==> config.mk <==
export PLATFORM = sky130hd
export DESIGN_NAME = protection_sequence_ports
export DESIGN_NICKNAME = d
export VERILOG_FILES = /design/src/sv/psp_pkg.sv /design/src/sv/psp_seq.sv /design/src/sv/psp_port_read.sv /design/src/sv/protection_sequence_ports.sv
export SDC_FILE = /design/constraint.sdc
export NUM_CORES = 1
export LEC_CHECK = 0
export ABC_AREA = 1
export BUFFER_PORTS_ARGS = -buffer_cell sky130_fd_sc_hd__buf_4
export CAP_MARGIN = 10
export CORE_UTILIZATION = 28
export CTS_CLUSTER_SIZE = 40
export DETAILED_ROUTE_END_ITERATION = 10
export HOLD_SLACK_MARGIN = 0.03
export REMOVE_ABC_BUFFERS = 1
export SLEW_MARGIN = 20
export SYNTH_ARGS = -nofsm -noshare
export SYNTH_HDL_FRONTEND = slang
export SYNTH_SLANG_ARGS = --single-unit
export TNS_END_PERCENT = 50
==> constraint.sdc <==
create_clock -name clk_i -period 3.4 [get_ports clk_i]
set_clock_uncertainty 0.05 [all_clocks]
set_input_delay 0.17 -clock clk_i [delete_from_list [all_inputs] [get_ports clk_i]]
set_output_delay 0.17 -clock clk_i [all_outputs]
set_load 0.01 [all_outputs]
==> src/sv/psp_pkg.sv <==
package psp_pkg;

  // Bus commands carried by one input item
  typedef enum logic [1:0] {
    CMD_WRITE   = 2'd0,
    CMD_RD_P2   = 2'd1,
    CMD_RD_P3   = 2'd2,
    CMD_UNUSED  = 2'd3
  } cmd_e;

  localparam int unsigned TickW = 6;
  localparam int unsigned PosW  = 5;
  localparam int unsigned DipW  = 6;

  localparam logic [TickW-1:0] TicksPerStep = TickW'(8'h3c);
  localparam logic [PosW-1:0]  SeqLen       = PosW'(8'h1e);

  localparam logic [7:0] WrOff = 8'h00;
  localparam logic [7:0] WrOn  = 8'h01;

  // Requests from the pipeline to the sequence counter
  typedef struct packed {
    logic clear;
    logic tick;
  } seq_ctrl_t;

  // Sequence counter status seen by the read decode
  typedef struct packed {
    logic            prot_off;
    logic [PosW-1:0] pos;
  } seq_stat_t;

  // Port 2 sequence table; positions past the end use entry 0
  function automatic logic [7:0] port2_seq(input logic [PosW-1:0] idx);
    logic [7:0] val;
    case (idx)
      5'd1, 5'd4, 5'd7, 5'd11, 5'd14, 5'd17, 5'd21, 5'd24, 5'd27: val = 8'hc0;
      5'd3, 5'd5, 5'd9, 5'd13, 5'd15, 5'd19, 5'd23, 5'd25, 5'd29: val = 8'h40;
      default: val = 8'h00;
    endcase
    return val;
  endfunction

  // Port 3 sequence table; positions past the end use entry 0
  function automatic logic [7:0] port3_seq(input logic [PosW-1:0] idx);
    logic [7:0] val;
    case (idx)
      5'd1, 5'd7:                 val = 8'h3f;
      5'd2, 5'd3:                 val = 8'h2f;
      5'd4, 5'd5, 5'd6, 5'd8, 5'd9: val = 8'h0f;
      5'd10:                      val = 8'h1c;
      5'd11, 5'd17:               val = 8'h3c;
      5'd12, 5'd13:               val = 8'h2c;
      5'd14, 5'd15, 5'd16, 5'd18, 5'd19: val = 8'h0c;
      5'd20:                      val = 8'h11;
      5'd21, 5'd27:               val = 8'h31;
      5'd22, 5'd23:               val = 8'h21;
      5'd24, 5'd25, 5'd26, 5'd28, 5'd29: val = 8'h01;
      default:                    val = 8'h1f;
    endcase
    return val;
  endfunction

endpackage

==> src/sv/psp_seq.sv <==
module psp_seq
  import psp_pkg::*;
(
  input  logic      clk_i,
  input  logic      rst_ni,
  input  seq_ctrl_t ctrl_i,
  output seq_stat_t stat_o
);

  logic [TickW-1:0] tick_q, tick_d, tick_inc;
  logic [PosW-1:0]  pos_q, pos_d, pos_inc;
  logic             off_q, off_d;

  // Count ticks, step the position every TicksPerStep ticks, wrapping at SeqLen; clear zeroes both and sets prot_off
  always_comb begin
    tick_inc = tick_q + TickW'(1);
    pos_inc  = pos_q + PosW'(1);
    tick_d   = tick_q;
    pos_d    = pos_q;
    off_d    = off_q;
    if (ctrl_i.clear) begin
      tick_d = '0;
      pos_d  = '0;
      off_d  = 1'b1;
    end else if (ctrl_i.tick) begin
      off_d  = 1'b0;
      tick_d = tick_inc;
      if (tick_inc >= TicksPerStep || tick_inc == '0) begin
        tick_d = '0;
        pos_d  = (pos_inc >= SeqLen) ? '0 : pos_inc;
      end
    end
  end

  always_ff @(posedge clk_i or negedge rst_ni) begin
    if (!rst_ni) begin
      tick_q <= '0;
      pos_q  <= '0;
      off_q  <= 1'b1;
    end else begin
      tick_q <= tick_d;
      pos_q  <= pos_d;
      off_q  <= off_d;
    end
  end

  assign stat_o.prot_off = off_q;
  assign stat_o.pos      = pos_q;

endmodule

==> src/sv/psp_port_read.sv <==
module psp_port_read
  import psp_pkg::*;
(
  input  cmd_e            cmd_i,
  input  logic [5:0]      off_i,
  input  logic [DipW-1:0] dip_i,
  input  seq_stat_t       stat_i,
  output logic [7:0]      data_o
);

  logic [7:0] dip_ext;
  logic [7:0] p2_fixed;
  logic [7:0] p3_fixed;

  assign dip_ext = {2'b00, dip_i};

  // Decode fixed port 2 values from the offset
  always_comb begin
    case (off_i)
      6'h01, 6'h04:        p2_fixed = dip_ext | 8'h40;
      6'h05, 6'h0e, 6'h10: p2_fixed = dip_ext | 8'hc0;
      default:             p2_fixed = dip_ext;
    endcase
  end

  // Decode fixed port 3 values from the offset
  always_comb begin
    case (off_i)
      6'h00:   p3_fixed = 8'h1f;
      6'h09:   p3_fixed = 8'h30;
      6'h0c:   p3_fixed = 8'h00;
      default: p3_fixed = 8'h20;
    endcase
  end

  // Pick the table entry when protection is on, the fixed value when it is off
  always_comb begin
    case (cmd_i)
      CMD_RD_P2: data_o = stat_i.prot_off ? p2_fixed : (port2_seq(stat_i.pos) | dip_ext);
      CMD_RD_P3: data_o = stat_i.prot_off ? p3_fixed : port3_seq(stat_i.pos);
      default:   data_o = 8'h00;
    endcase
  end

endmodule

==> src/sv/protection_sequence_ports.sv <==
// Channel   Handshake                      Payload
// in        in_valid_i / in_stall_o        command_i, write_value_i, port_offset_i
// out       out_valid_o / out_stall_i      read_value_o
// cfg       cfg_we_i                       cfg_wdata_i (dip switches)
//
// One item per cycle sustained while the output is not stalled; a read's byte is
// held in the input register and then in the result register, around the decode.
// Writes produce no output and retire from the input register.
// Reset (rst_ni low, async) leaves protection off, counter and position at zero.
// A stalled output holds its byte; the input register keeps accepting until it
// too is blocked behind the stalled result.
module protection_sequence_ports
  import psp_pkg::*;
(
  input  logic       clk_i,
  input  logic       rst_ni,
  input  logic       in_valid_i,
  output logic       in_stall_o,
  input  logic [1:0] command_i,
  input  logic [7:0] write_value_i,
  input  logic [5:0] port_offset_i,
  output logic       out_valid_o,
  input  logic       out_stall_i,
  output logic [7:0] read_value_o,
  input  logic       cfg_we_i,
  input  logic [5:0] cfg_wdata_i
);

  logic            s1_valid_q, s1_valid_d;
  cmd_e            s1_cmd_q;
  logic [7:0]      s1_wv_q;
  logic [5:0]      s1_off_q;
  logic            out_valid_q, out_valid_d;
  logic [7:0]      out_data_q;
  logic [DipW-1:0] dip_q;
  logic            s1_adv, s1_fire, in_xfer, s1_is_read;
  seq_ctrl_t       ctrl;
  seq_stat_t       stat;
  logic [7:0]      rd_data;

  // Handshake control
  assign s1_adv     = !out_valid_q || !out_stall_i;
  assign s1_fire    = s1_valid_q && s1_adv;
  assign in_stall_o = s1_valid_q && !s1_adv;
  assign in_xfer    = in_valid_i && !in_stall_o;
  assign s1_is_read = (s1_cmd_q == CMD_RD_P2) || (s1_cmd_q == CMD_RD_P3);

  // Control register writes act when the item leaves the input register
  assign ctrl.clear = s1_fire && (s1_cmd_q == CMD_WRITE) && (s1_wv_q == WrOff);
  assign ctrl.tick  = s1_fire && (s1_cmd_q == CMD_WRITE) && (s1_wv_q == WrOn);

  psp_seq u_seq (
    .clk_i  (clk_i),
    .rst_ni (rst_ni),
    .ctrl_i (ctrl),
    .stat_o (stat)
  );

  psp_port_read u_rd (
    .cmd_i  (s1_cmd_q),
    .off_i  (s1_off_q),
    .dip_i  (dip_q),
    .stat_i (stat),
    .data_o (rd_data)
  );

  // Hold dip switch setting
  always_ff @(posedge clk_i or negedge rst_ni) begin
    if (!rst_ni) begin
      dip_q <= '0;
    end else if (cfg_we_i) begin
      dip_q <= cfg_wdata_i;
    end
  end

  // Input register
  always_comb begin
    s1_valid_d = s1_valid_q;
    if (in_xfer) begin
      s1_valid_d = 1'b1;
    end else if (s1_fire) begin
      s1_valid_d = 1'b0;
    end
  end

  always_ff @(posedge clk_i or negedge rst_ni) begin
    if (!rst_ni) begin
      s1_valid_q <= 1'b0;
    end else begin
      s1_valid_q <= s1_valid_d;
    end
  end

  always_ff @(posedge clk_i) begin
    if (in_xfer) begin
      s1_cmd_q <= cmd_e'(command_i);
      s1_wv_q  <= write_value_i;
      s1_off_q <= port_offset_i;
    end
  end

  // Result register
  always_comb begin
    out_valid_d = out_valid_q;
    if (s1_fire && s1_is_read) begin
      out_valid_d = 1'b1;
    end else if (out_valid_q && !out_stall_i) begin
      out_valid_d = 1'b0;
    end
  end

  always_ff @(posedge clk_i or negedge rst_ni) begin
    if (!rst_ni) begin
      out_valid_q <= 1'b0;
    end else begin
      out_valid_q <= out_valid_d;
    end
  end

  always_ff @(posedge clk_i) begin
    if (s1_fire && s1_is_read) begin
      out_data_q <= rd_data;
    end
  end

  assign out_valid_o  = out_valid_q;
  assign read_value_o = out_data_q;

endmodule

==> results.txt, run 1 <==
The total congestion overflow is 0, and the average cell area after synthesis is 8.495 µm². Once detailed placement completed, the half-perimeter wirelength came to 3765 µm. STA classifies the critical path endpoint as a flip-flop. The category of the most critical setup path was reg2reg. The logs give 0.2878 for the initial cell density of the core and 2 for the maximum buffer depth of the clock tree. The global routing usage on met3 was 0.02113; the highest fanout seen on the critical path was 18.

The global-route met1 utilization was 0.1601. During synthesis, Yosys emitted a total of 0 warnings. The number of enable-type register cells in the synthesized netlist was 24; the vertical extent of the die was 96.44 µm. The cts-stage hold buffer count was 21.

Counting I/O delays and the setup requirement, the final critical path takes 2.012 ns. The post-synthesis share of cell area spent on xor and xnor gates is 0. The setup total negative slack is 0 ns, and the distinct cell type count of the synthesized netlist is 34.

The area fraction in compound gates after synthesis was 0.1308; the global-route wire length before repair was 8728 µm. The area growth from synthesis to final layout came out at 27.45%. The run gives 0.29 ns as the clock insertion delay at the later pin of the skew report.

By area the synthesized netlist is led by sky130_fd_sc_hd__edfxtp_1 29%, sky130_fd_sc_hd__dfrtp_1 19%, sky130_fd_sc_hd__nand2_1 11%. In this run the cell area of the synthesized design comes to 0.002497 mm². The average detailed-routed wire length per instance came out at 11.13 µm. The tools report the maximum resistive drop on vdd as 0.1813 mV.

TritonCTS built the clock tree. The layout has 893 filler cells. The switching power is 264.1 µW, and the detailed-route DRC error count is 0.

STA classifies the critical path startpoint as a flip-flop. The top cell type by total area after synthesis is sky130_fd_sc_hd__edfxtp_1. For this run, the leading register cell type out of synthesis is sky130_fd_sc_hd__edfxtp_1.

The fraction of layout instances using a drive strength above 1 works out to 0.1667. Buffers added to address setup during post-CTS repair amount to 0. For the final core utilization, the log shows 0.3668.

The tightest slew margin relative to the limit is 0.4857. 0 antenna diodes ended up in the layout. Final critical-path share of the clock period: 0.5917. The number of register bits inferred by synthesis was 44; the simple-gate area share of the yosys netlist was 0.2535. The total number of vias is 2105, and the total number of nets in the final design is 391. Most used routing layer in global routing: met2. Die area: 0.009301 mm². The number of pins with negative max-slew slack in the final report was 0; the number of H-tree branching levels was 2. The mux share of post-synthesis cell area is 0. The all-layer global routing usage is 0.1220, and the site row count is 34. Overall power consumption after layout is estimated at 1.099 mW. The run gives 1977 as the via count of the first global-routing pass. Among all cell types in the netlist, the one instantiated most often is sky130_fd_sc_hd__nand2_1.

By area, the combinational part of the netlist is dominated by simple AND/OR/NAND/NOR gates. The actual transition at the worst max-transition pin is 0.7687 ns. Clock tree synthesis selected as its root buffer the cell sky130_fd_sc_hd__clkbuf_8. Summing all multi-input logic gate instances after layout gives 0.001097 mm².

Synthesized-area fraction occupied by adder cells: 0.05511. Buffers placed on the I/O ports in this run total 36. The internal portion of the total power is 834.7 µW.

The logs give 0 for the initial antenna violation count and 294 for the synthesized instance count. The power per unit of standard cell area was 345.2 mW/mm². The tools report the part of the total power dissipated in sequential elements as 0.564. The post-synthesis sequential area ratio came out at 0.4895. STA puts the critical path data arrival time at 2.14 ns.

Derived from the worst setup path, the maximum achievable clock frequency is 0.4971 GHz. At the worst endpoint, the required time is 3.53 ns. The analysis attributes to cell leakage a power of 1.428 nW.

Counting every sink on the clock net gives 44. The area of all sequential standard cells was 0.001222 mm². The class of the tightest hold or removal check is in2reg. The first detailed-routing pass took 4 iterations. Entering global routing, the biggest net connects 21 pins. The power share of the clock group is 0.308, and the number of gates given a new drive strength after cts is 0.

The routability-driven placement congestion ratio came out at 0.8583. The flow ran to the end, and the final reports show no timing, DRC or antenna violations. After clock tree synthesis, the clock-pin slew on the worst setup and hold paths is 0.08 ns. 37 I/O pins were placed.

Setup violations remaining at the end of the flow were counted as 0. The met2 demand-to-capacity share in global routing was 0.2007. The tools report the combinational share of power as 0.127. After detailed routing, the number of vias per cell comes to 4.556. The aggregate routed wire length was 5143 µm; the reported max-cap violation count was 0. The die width was 96.44 µm; the fraction of synthesis flops using an asynchronous set or reset pin was 0.4545. The total area inside the core boundary comes to 0.008678 mm².

Once detail routing completed, the nets flagged for antenna violations numbered 0. Clock tree synthesis inserted a total of 5 buffers. The top cell type's share of synthesized area works out to 0.2886. Setup repair after global routing left no endpoint under its margin. The switching power share of the total was 0.2404. The final hold violation count is 0. The detailed router finished its first iteration with 147 violations.

Counting instances in the post-synthesis netlist gives the leading cell types as 71 x sky130_fd_sc_hd__nand2_1, 38 x sky130_fd_sc_hd__inv_1, 26 x sky130_fd_sc_hd__nor2_1, 24 x sky130_fd_sc_hd__edfxtp_1, 23 x sky130_fd_sc_hd__nand3_1.
kinds of logic after synthesis:
kind of cell | Yosys count
AO/OA/AOI/OAI | 54
buffers and inverters | 46
AND/OR/NAND/NOR | 139
adder cells (fa/ha/maj) | 11
flip-flops | 44
cells in the final DEF, fill, tap and decap left out, types with 2 or more instances in the layout:
master                          count
sky130_fd_sc_hd__nand2_1           71
sky130_fd_sc_hd__inv_1             38
sky130_fd_sc_hd__buf_4             36
sky130_fd_sc_hd__nor2_1            26
sky130_fd_sc_hd__edfxtp_1          24
sky130_fd_sc_hd__nand3_1           23
sky130_fd_sc_hd__o21ai_0           21
sky130_fd_sc_hd__dlygate4sd3_1     21
sky130_fd_sc_hd__dfrtp_1           19
sky130_fd_sc_hd__ha_1              11
sky130_fd_sc_hd__a21oi_1            9
sky130_fd_sc_hd__o21ai_1            8
sky130_fd_sc_hd__nand4_1            6
sky130_fd_sc_hd__clkbuf_8           6
sky130_fd_sc_hd__o211ai_1           5
sky130_fd_sc_hd__o21bai_1           3
sky130_fd_sc_hd__nand2_2            3
sky130_fd_sc_hd__inv_2              3
sky130_fd_sc_hd__o31ai_1            2
sky130_fd_sc_hd__nor2_2             2
layer usage:
layer,part of all wire,vias up
li1,-,1102
met1,0.48,947
met2,0.47,54
met3,0.042,2
met4,0.0070,0
met5,0,-
critical path, cell delays in order, from the launching register on:
cell and delay, ns:
sky130_fd_sc_hd__dfrtp_1 0.66, sky130_fd_sc_hd__inv_1 0.19, sky130_fd_sc_hd__ha_1 0.36, sky130_fd_sc_hd__nor2_1 0.12, sky130_fd_sc_hd__nand3_1 0.16, sky130_fd_sc_hd__o21ai_0 0.19
sky130_fd_sc_hd__nor2_1 0.06, sky130_fd_sc_hd__nand3_1 0.08, sky130_fd_sc_hd__nand2_1 0.05
sequential cells by signal, summed over array words and instances, names as in the netlist:
name	cells
u_seq.tick_q	6
read_value_o	8
s1_valid_q	1
u_seq.pos_q	5
dip_q	6
out_valid_o	1
s1_off_q	6
u_seq.off_q	1
s1_wv_q	8
s1_cmd_q	2
final cells by class:
class | instances | share of cell area
clock buffer | 7 | 0.02712
clock inverter | 1 | 0.002358
inverter | 41 | 0.04835
sequential | 44 | 0.3840
multi-input combinational | 204 | 0.3447
timing repair buffer | 57 | 0.1509
tap | 108 | 0.04245
power groups by stage:
stage	combinational [mW]	sequential (mW)	clock (mW)
floorplan	0.0570	0.633	0
global placement	0.122	0.631	0
detailed placement	0.123	0.631	0
CTS	0.142	0.620	0.358
global route	0.158	0.624	0.375
finish	0.140	0.620	0.339
through the flow:
stage / hold slack [ns] / area (µm²) / instances / worst slack, ns
after floorplan: -0.1756 / 2474 / 289 / 1.666
after global placement: 0.03082 / 2879 / 433 / 1.474
after detailed placement: 0.03024 / 2879 / 433 / 1.439
after CTS: 0.03061 / 3183 / 462 / 1.428
after global routing: 0.05554 / 3183 / 462 / 1.119
final: 0.04256 / 3183 / 462 / 1.388
worst paths after layout:
kind	cells past startpoint	start	slack, ns	endpoint
worst max-delay path	8	u_seq.pos_q[2]	1.39	u_seq.pos_q[0]
worst min-delay path	3	cfg_wdata_i[5]	0.04	dip_q[5]
worst max register to register	8	u_seq.pos_q[2]	1.39	u_seq.pos_q[0]
worst min register to register	2	dip_q[4]	0.48	dip_q[4]
max in group asynchronous	2	rst_ni	2.78	u_seq.off_q
min in group asynchronous	2	rst_ni	0.25	u_seq.tick_q[1]
(Power assumes the default switching activity.)
==> inputs of run 2 (changes only) <==
- ABC_AREA: 1 -> 0
- clock period: 3.4 -> 1.9 ns (I/O delays scaled with it)
==> results.txt, run 2 <==
The slack of the worst reg-to-reg path was 0.02 ns (was 1.39 ns). For the setup total negative slack, the log shows 0 ns (unchanged). The area growth from synthesis to final layout was 45.38% (was 27.45%); the summed instance area of the synthesized netlist was 0.002399 mm² (was 0.002497 mm²). Maximum buffer depth of the clock tree: 2 (unchanged). Power share of the clock group: 0.345 (was 0.308). The total number of vias is 2008 (was 2105), and the setup violation total in the final timing report is 0 (unchanged).

The via count of the first global-routing pass came out at 1921 (was 1977). The tools report the total congestion overflow as 0 (unchanged). The number of nets still failing antenna checks after routing is 0 (unchanged), and the count of input and output buffers is 36 (unchanged).

The global-route wire length before repair is 8949 µm (was 8728 µm). The tools report the number of H-tree branching levels as 2 (unchanged). The run gives 0.5321 GHz (was 0.4971 GHz) as the upper clock frequency limit. Setup repair after global routing could not meet its margin everywhere. The vertical extent of the die was 94.56 µm (was 96.44 µm). The fraction of layout instances using a drive strength above 1 is 0.3533 (was 0.1667), and the post-synthesis sequential area ratio is 0.5097 (was 0.4895).

Top cell type by total area after synthesis: sky130_fd_sc_hd__edfxtp_1 (unchanged). The run gives 2.02 ns (was 3.53 ns) as the required time at the endpoint of the critical path. The fraction of synthesis flops using an asynchronous set or reset pin was 0.4545 (unchanged).

The class of the tightest hold or removal check is in2reg (unchanged). The tools report the part of the total power dissipated in sequential elements as 0.521 (was 0.564). The average cell area after synthesis works out to 10.76 µm² (was 8.495 µm²).

For the routability-driven placement congestion ratio, the log shows 0.7633 (was 0.8583). Most frequent cells in the layout: 69 x sky130_fd_sc_hd__buf_4, 25 x sky130_fd_sc_hd__dlygate4sd3_1, 24 x sky130_fd_sc_hd__edfxtp_1 (was 71 x sky130_fd_sc_hd__nand2_1, 38 x sky130_fd_sc_hd__inv_1, 36 x sky130_fd_sc_hd__buf_4). The tightest slew margin relative to the limit came out at 0.6770 (was 0.4857).

The run finished with clean final reports. The top cell type's share of synthesized area is 0.3005 (was 0.2886), and the post-route cell area is 0.003487 mm² (was 0.003183 mm²). The tools report the critical path startpoint category as a flip-flop (unchanged). The category of the most critical setup path is reg2reg (unchanged). The tools report the category of the worst setup path capture point as a flip-flop (unchanged). The dominant synthesized flop cell was sky130_fd_sc_hd__edfxtp_1 (unchanged).

The site row count is 33 (was 34). The die width is 94.56 µm (was 96.44 µm), and the total number of nets in the final design is 354 (was 391). Boundary pin count: 37 (unchanged). Maximum number of pins on one net before global-route repair: 21 (unchanged).

The run gives 0 (unchanged) as the reported max-cap violation count. The diode insertion count for antenna repair came out at 0 (unchanged). The number of pins with negative max-slew slack in the final report is 0 (unchanged), and the detailed-route DRC error count is 0 (unchanged). The combinational share of power came out at 0.134 (was 0.127). The tools report the initial cell density of the core as 0.2905 (was 0.2878). The run gives 0.05443 ns (was 0.04256 ns) as the worst hold slack. The floorplan core area was 0.008258 mm² (was 0.008678 mm²). The number of register bits inferred by synthesis was 44 (unchanged); the total placed instance area was 0.002997 mm² (was 0.002879 mm²). For the number of violations reported at the end of detailed-routing iteration 0, the log shows 81 (was 147). The average detailed-routed wire length per instance was 13.28 µm (was 11.13 µm). The most common cell in the synthesized netlist is sky130_fd_sc_hd__edfxtp_1 (was sky130_fd_sc_hd__nand2_1). The number of enable-type register cells in the synthesized netlist was 24 (unchanged).

The commonest non-fill, non-tap cell in the layout was sky130_fd_sc_hd__buf_4 (was sky130_fd_sc_hd__nand2_1). The logs give 0.1296 (was 0.1220) for the all-layer global routing usage and 44 (unchanged) for the CTS sink count. Most instantiated cells after synthesis: 24 x sky130_fd_sc_hd__edfxtp_1, 21 x sky130_fd_sc_hd__nand2_1, 19 x sky130_fd_sc_hd__dfrtp_1, 19 x sky130_fd_sc_hd__o21ai_0, 13 x sky130_fd_sc_hd__nor2_1 (was 71 x sky130_fd_sc_hd__nand2_1, 38 x sky130_fd_sc_hd__inv_1, 26 x sky130_fd_sc_hd__nor2_1, 24 x sky130_fd_sc_hd__edfxtp_1, 23 x sky130_fd_sc_hd__nand3_1).

The final critical-path share of the clock period is 0.9891 (was 0.5917), and the synthesized instance count is 223 (was 294). The count of synthesis-stage warnings from yosys came out at 0 (unchanged). The tools report the internal power of the cells as 1.641 mW (was 834.7 µW).

The actual transition at the worst max-transition pin was 0.4844 ns (was 0.7687 ns). The detailed placer's ending HPWL was 4030 µm (was 3765 µm). The average vias per placed instance is 4.758 (was 4.556), and the final core utilization is 0.4223 (was 0.3668). The maximum resistive drop on vdd came out at 0.2754 mV (was 0.1813 mV).

For the die area, the log shows 0.008941 mm² (was 0.009301 mm²). The clock insertion delay at the later pin of the skew report was 0.30 ns (was 0.29 ns); the switching power was 505.9 µW (was 264.1 µW). The leakage component of the power came out at 1.422 nW (was 1.428 nW). The initial antenna violation count is 0 (unchanged). The switching power share of the total works out to 0.2357 (was 0.2404). The critical path data arrival time was 2.00 ns (was 2.14 ns).

TritonCTS built the clock tree. The tools report the iteration count of the initial detailed-routing pass as 4 (unchanged). The aggregate routed wire length was 5604 µm (was 5143 µm). Power per unit of standard cell area: 615.6 mW/mm² (was 345.2 mW/mm²). Cells taking the most area after synthesis: sky130_fd_sc_hd__edfxtp_1 30%, sky130_fd_sc_hd__dfrtp_1 20%, sky130_fd_sc_hd__ha_1 5.7% (was sky130_fd_sc_hd__edfxtp_1 29%, sky130_fd_sc_hd__dfrtp_1 19%, sky130_fd_sc_hd__nand2_1 11%). The highest fanout seen on the critical path came out at 7 (was 18). The tools report the final hold violation count as 0 (unchanged). The shortest period the worst path allows was 1.879 ns (was 2.012 ns). Clock root buffer master: sky130_fd_sc_hd__clkbuf_8 (unchanged).

The post-CTS clock slew at the launch and capture registers of the worst setup and hold paths was 0.09 ns (was 0.08 ns). Distinct cell type count of the synthesized netlist: 52 (was 34). The number of buffers inserted during clock tree synthesis came out at 5 (unchanged).
-- run 2: through the flow --
step,power [mW],cells,worst slack [ns]
after CTS,2.162,419,0.01743
final,2.147,422,0.02071
after global routing,2.247,422,-0.07814
after floorplan,1.234,213,-0.07798
after detailed placement,1.375,386,-0.07355
after global placement,1.368,386,-0.02008
-- run 2: power groups by stage --
stage | clock network, mW | registers, mW | logic [mW]
floorplan | 0 | 1.14 | 0.0950
detailed placement | 0 | 1.14 | 0.239
global route | 0.803 | 1.12 | 0.319
CTS | 0.764 | 1.12 | 0.282
finish | 0.741 | 1.12 | 0.288
global placement | 0 | 1.13 | 0.235
-- run 2: logic make-up after synthesis --
group,after synthesis,share of synthesized area
multiplexers,9,0.04069
adder cells (fa/ha/maj),11,0.05738
AND/OR/NAND/NOR,80,0.1742
buffers and inverters,18,0.03078
flip-flops,44,0.5097
XOR/XNOR,7,0.02556
AO/OA/AOI/OAI,54,0.1617
-- run 2: area by class of cell --
class	instances	area [µm²]
fillers	808	4771
flip-flops and latches	44	1224
multi-input cells	161	1202
repair buffers	96	784.5
well taps	105	131.4
clock buffers	5	68.82
clock inverters	3	46.29
inverters	8	30.03
-- run 2: worst max-delay path: stages, from the launching register on --
cell                        delay (ns)
sky130_fd_sc_hd__dfrtp_2          0.47
sky130_fd_sc_hd__ha_2             0.24
sky130_fd_sc_hd__ha_1             0.34
sky130_fd_sc_hd__o32ai_4          0.35
sky130_fd_sc_hd__a2bb2oi_1        0.21
sky130_fd_sc_hd__o31ai_1          0.09
-- run 2: what timing repair did --
action / in CTS / in global routing
pin swaps: 0 / 7
buffers inserted: 0 / 2
hold buffers: 25 / 0
cloned: 0 / 1
gates resized for setup: 4 / 24
hold endpoints to repair: 44 / 0
endpoints found under the setup margin: 8 / 12
-- run 2: path summary, 6_finish.rpt --
kind                            cells past startpoint              end            from
worst max-delay path                                5   u_seq.pos_q[4]  u_seq.pos_q[0]
worst min-delay path                                2         dip_q[2]        cfg_we_i
worst max register to register                      5   u_seq.pos_q[4]  u_seq.pos_q[0]
worst min register to register                      1         dip_q[1]        dip_q[1]
max in group asynchronous                           2      u_seq.off_q          rst_ni
min in group asynchronous                           2  u_seq.tick_q[4]          rst_ni
-- run 2: per-layer routing --
layer,up-vias,part of all wire,global-route usage
met5,-,0,0
met3,4,0.042,0.02415
li1,1003,-,-
met1,957,0.45,0.1650
met4,0,0.0089,0.04545
met2,44,0.50,0.2192
==> inputs of run 3 (changes only) <==
- CELL_PAD_IN_SITES_DETAIL_PLACEMENT: default -> 0
- CELL_PAD_IN_SITES_GLOBAL_PLACEMENT: default -> 1
- CORE_ASPECT_RATIO: default -> 0.8
- PLACE_DENSITY_LB_ADDON: default -> 0.1
- TNS_END_PERCENT: 50 -> 1
==> results.txt, run 3 (synthesis results as in run 2) <==
The flow ran to the end, and the final reports show no timing, DRC or antenna violations. In this design, the critical path's most frequently occurring cell is sky130_fd_sc_hd__buf_4. Category of the worst setup path capture point: a flip-flop (unchanged).

The total congestion overflow came out at 0 (unchanged). Setup repair after global routing could not meet its margin everywhere. The number of nets still failing antenna checks after routing is 0 (unchanged), and the final core utilization is 0.4435 (was 0.4223). The cell with the biggest individual delay on the critical path was sky130_fd_sc_hd__dfrtp_1 (was sky130_fd_sc_hd__dfrtp_2). For the detailed-route DRC error count, the log shows 0 (unchanged).

The number of violations reported at the end of detailed-routing iteration 0 was 47 (was 81). The number of H-tree branching levels was 2 (unchanged); the boundary pin count was 37 (unchanged). The total number of nets in the final design is 363 (was 354).

The pre-CTS worst setup slack was -0.1681 ns (was -0.07355 ns). The tools report the maximum resistive drop on vdd as 0.3091 mV (was 0.2754 mV). The actual transition at the worst max-transition pin works out to 0.3489 ns (was 0.4844 ns). Die width: 105.5 µm (was 94.56 µm).

The class of the tightest hold or removal check is in2reg (unchanged). The leakage component of the power is 1.471 nW (was 1.422 nW). The logs give 0.7668 (was 0.6770) for the tightest slew margin relative to the limit and 21 (unchanged) for the maximum number of pins on one net before global-route repair. The average detailed-routed wire length per instance is 13.45 µm (was 13.28 µm), and the routability-driven placement congestion ratio is 0.7662 (was 0.7633). The minimum setup slack in the final design was 0.03244 ns (was 0.02071 ns). Setup total negative slack: 0 ns (unchanged). Most frequent cells in the layout: 77 x sky130_fd_sc_hd__buf_4, 25 x sky130_fd_sc_hd__dlygate4sd3_1, 24 x sky130_fd_sc_hd__edfxtp_1 (was 69 x sky130_fd_sc_hd__buf_4, 25 x sky130_fd_sc_hd__dlygate4sd3_1, 24 x sky130_fd_sc_hd__edfxtp_1). The overall power consumption is 2.154 mW (was 2.147 mW), and the diode insertion count for antenna repair is 0 (unchanged). The via count of the first global-routing pass is 2046 (was 1921), and the post-CTS clock slew at the launch and capture registers of the worst setup and hold paths is 0.09 ns (about the same). The average vias per placed instance was 4.645 (was 4.758). The tools report the site row count as 29 (was 33).

For the required time at the endpoint of the critical path, the log shows 2.06 ns (was 2.02 ns). The area growth from synthesis to final layout is 50.29% (was 45.38%). For the all-layer global routing usage, the log shows 0.1420 (was 0.1296).

The global-route wire length before repair is 10050 µm (was 8949 µm). The number of fill cells was 824 (was 808). The tools report the iteration count of the initial detailed-routing pass as 4 (unchanged). The maximum buffer depth of the clock tree was 2 (unchanged). The number of buffers inserted during clock tree synthesis was 5 (unchanged); the vertical extent of the die was 84.78 µm (was 94.56 µm). The tools report the number of pins with negative max-slew slack in the final report as 0 (unchanged).

Critical path buffer and inverter count: 2 (was 0). Cell Chain, Critical Path: buf_4, buf_4, nand4_1, o22ai_1, a31oi_2, o32ai_4, or2_4, o31ai_1 (was ha_2, ha_1, o32ai_4, a2bb2oi_1, o31ai_1). Critical path startpoint category: a flip-flop (unchanged). The highest fanout seen on the critical path works out to 9 (was 7). The power per unit of standard cell area works out to 597.4 mW/mm² (was 615.6 mW/mm²).

The run gives 0 (unchanged) as the initial antenna violation count. The logs give 2016 (was 2008) for the total number of vias and 0.5355 GHz (was 0.5321 GHz) for the upper clock frequency limit. The floorplan core area was 0.008128 mm² (was 0.008258 mm²); the count of input and output buffers was 36 (unchanged). The detailed placer's ending HPWL is 4242 µm (was 4030 µm), and the final critical-path share of the clock period is 0.9829 (was 0.9891).

The reported max-cap violation count is 0 (unchanged). The shortest period the worst path allows was 1.868 ns (was 1.879 ns). The fraction of layout instances using a drive strength above 1 came out at 0.3804 (was 0.3533). TritonCTS built the clock tree. The clock insertion delay at the later pin of the skew report was 0.29 ns (was 0.30 ns); the aggregate routed wire length was 5837 µm (was 5604 µm). The biggest cell delay along the critical path works out to 0.40 ns (was 0.47 ns). The run gives 2.02 ns (was 2.00 ns) as the critical path data arrival time. The run gives 0 (unchanged) as the final hold violation count. The die area was 0.008943 mm² (was 0.008941 mm²); the CTS sink count was 44 (unchanged). The setup violation total in the final timing report is 0 (unchanged). The category of the most critical setup path was reg2reg (unchanged). The run gives 0.2951 (was 0.2905) as the initial cell density of the core.

Cell family with the largest share of critical-path delay: compound AO/OA/AOI/OAI gates (unchanged). For the cell total after placement, the log shows 397 (was 386). The run gives 434 (was 422) as the count of placed standard cells in the final layout, fillers left out.

The clock root buffer master was sky130_fd_sc_hd__clkbuf_8 (unchanged). The commonest non-fill, non-tap cell in the layout is sky130_fd_sc_hd__buf_4 (unchanged).
[run 3: repair_timing]
action | 4_1_cts | 5_1_grt
endpoints found under the hold margin | 44 | 0
hold buffers | 25 | 0
gates resized for setup | 9 | 25
pin swaps | 7 | 7
setup endpoints to repair | 11 | 13
setup buffers | 2 | 2
[run 3: metal layers]
metal	part of all wire	wire length, µm	track usage
met1	0.51	2953	0.2060
met2	0.46	2687	0.2231
met3	0.029	172	0.02407
met4	0.0039	23	0.02689
met5	0	0	0
[run 3: per-stage QoR]
| stage | area, µm² | hold slack [ns] |
|---|---|---|
| after detailed placement | 3073 | -0.04386 |
| after CTS | 3502 | 0.05621 |
| final | 3605 | 0.06624 |
| after global routing | 3605 | 0.06819 |
| after global placement | 3073 | -0.04105 |
| after floorplan | 2355 | -0.2506 |
[run 3: area by class of cell]
class                   count  area, µm²  area share
inverters                   8      30.03    0.008330
clock buffers               5      68.82     0.01909
clock inverters             3      46.29     0.01284
repair buffers            105      870.8      0.2416
flip-flops and latches     44       1225      0.3398
multi-input cells         161       1229      0.3409
well taps                 108      135.1     0.03749
[run 3: report_power, final]
| part | internal [mW] | switching, mW | total (mW) |
|---|---|---|---|
| clock network | 0.396 | 0.336 | 0.732 |
| logic | 0.176 | 0.126 | 0.302 |
| registers | 1.08 | 0.0395 | 1.12 |
| total | 1.65 | 0.502 | 2.15 |
[run 3: path summary, 6_finish.rpt]
path | start | endpoint | slack (ns) | depth (start not counted)
worst min-delay path | cfg_we_i | dip_q[3] | 0.07 | 2
worst min register to register | dip_q[0] | dip_q[0] | 0.47 | 1
worst max register to register | u_seq.pos_q[1] | u_seq.pos_q[3] | 0.03 | 8
max in group asynchronous | rst_ni | u_seq.off_q | 1.35 | 2
worst max-delay path | u_seq.pos_q[1] | u_seq.pos_q[3] | 0.03 | 8
min in group asynchronous | rst_ni | u_seq.pos_q[0] | 0.17 | 2
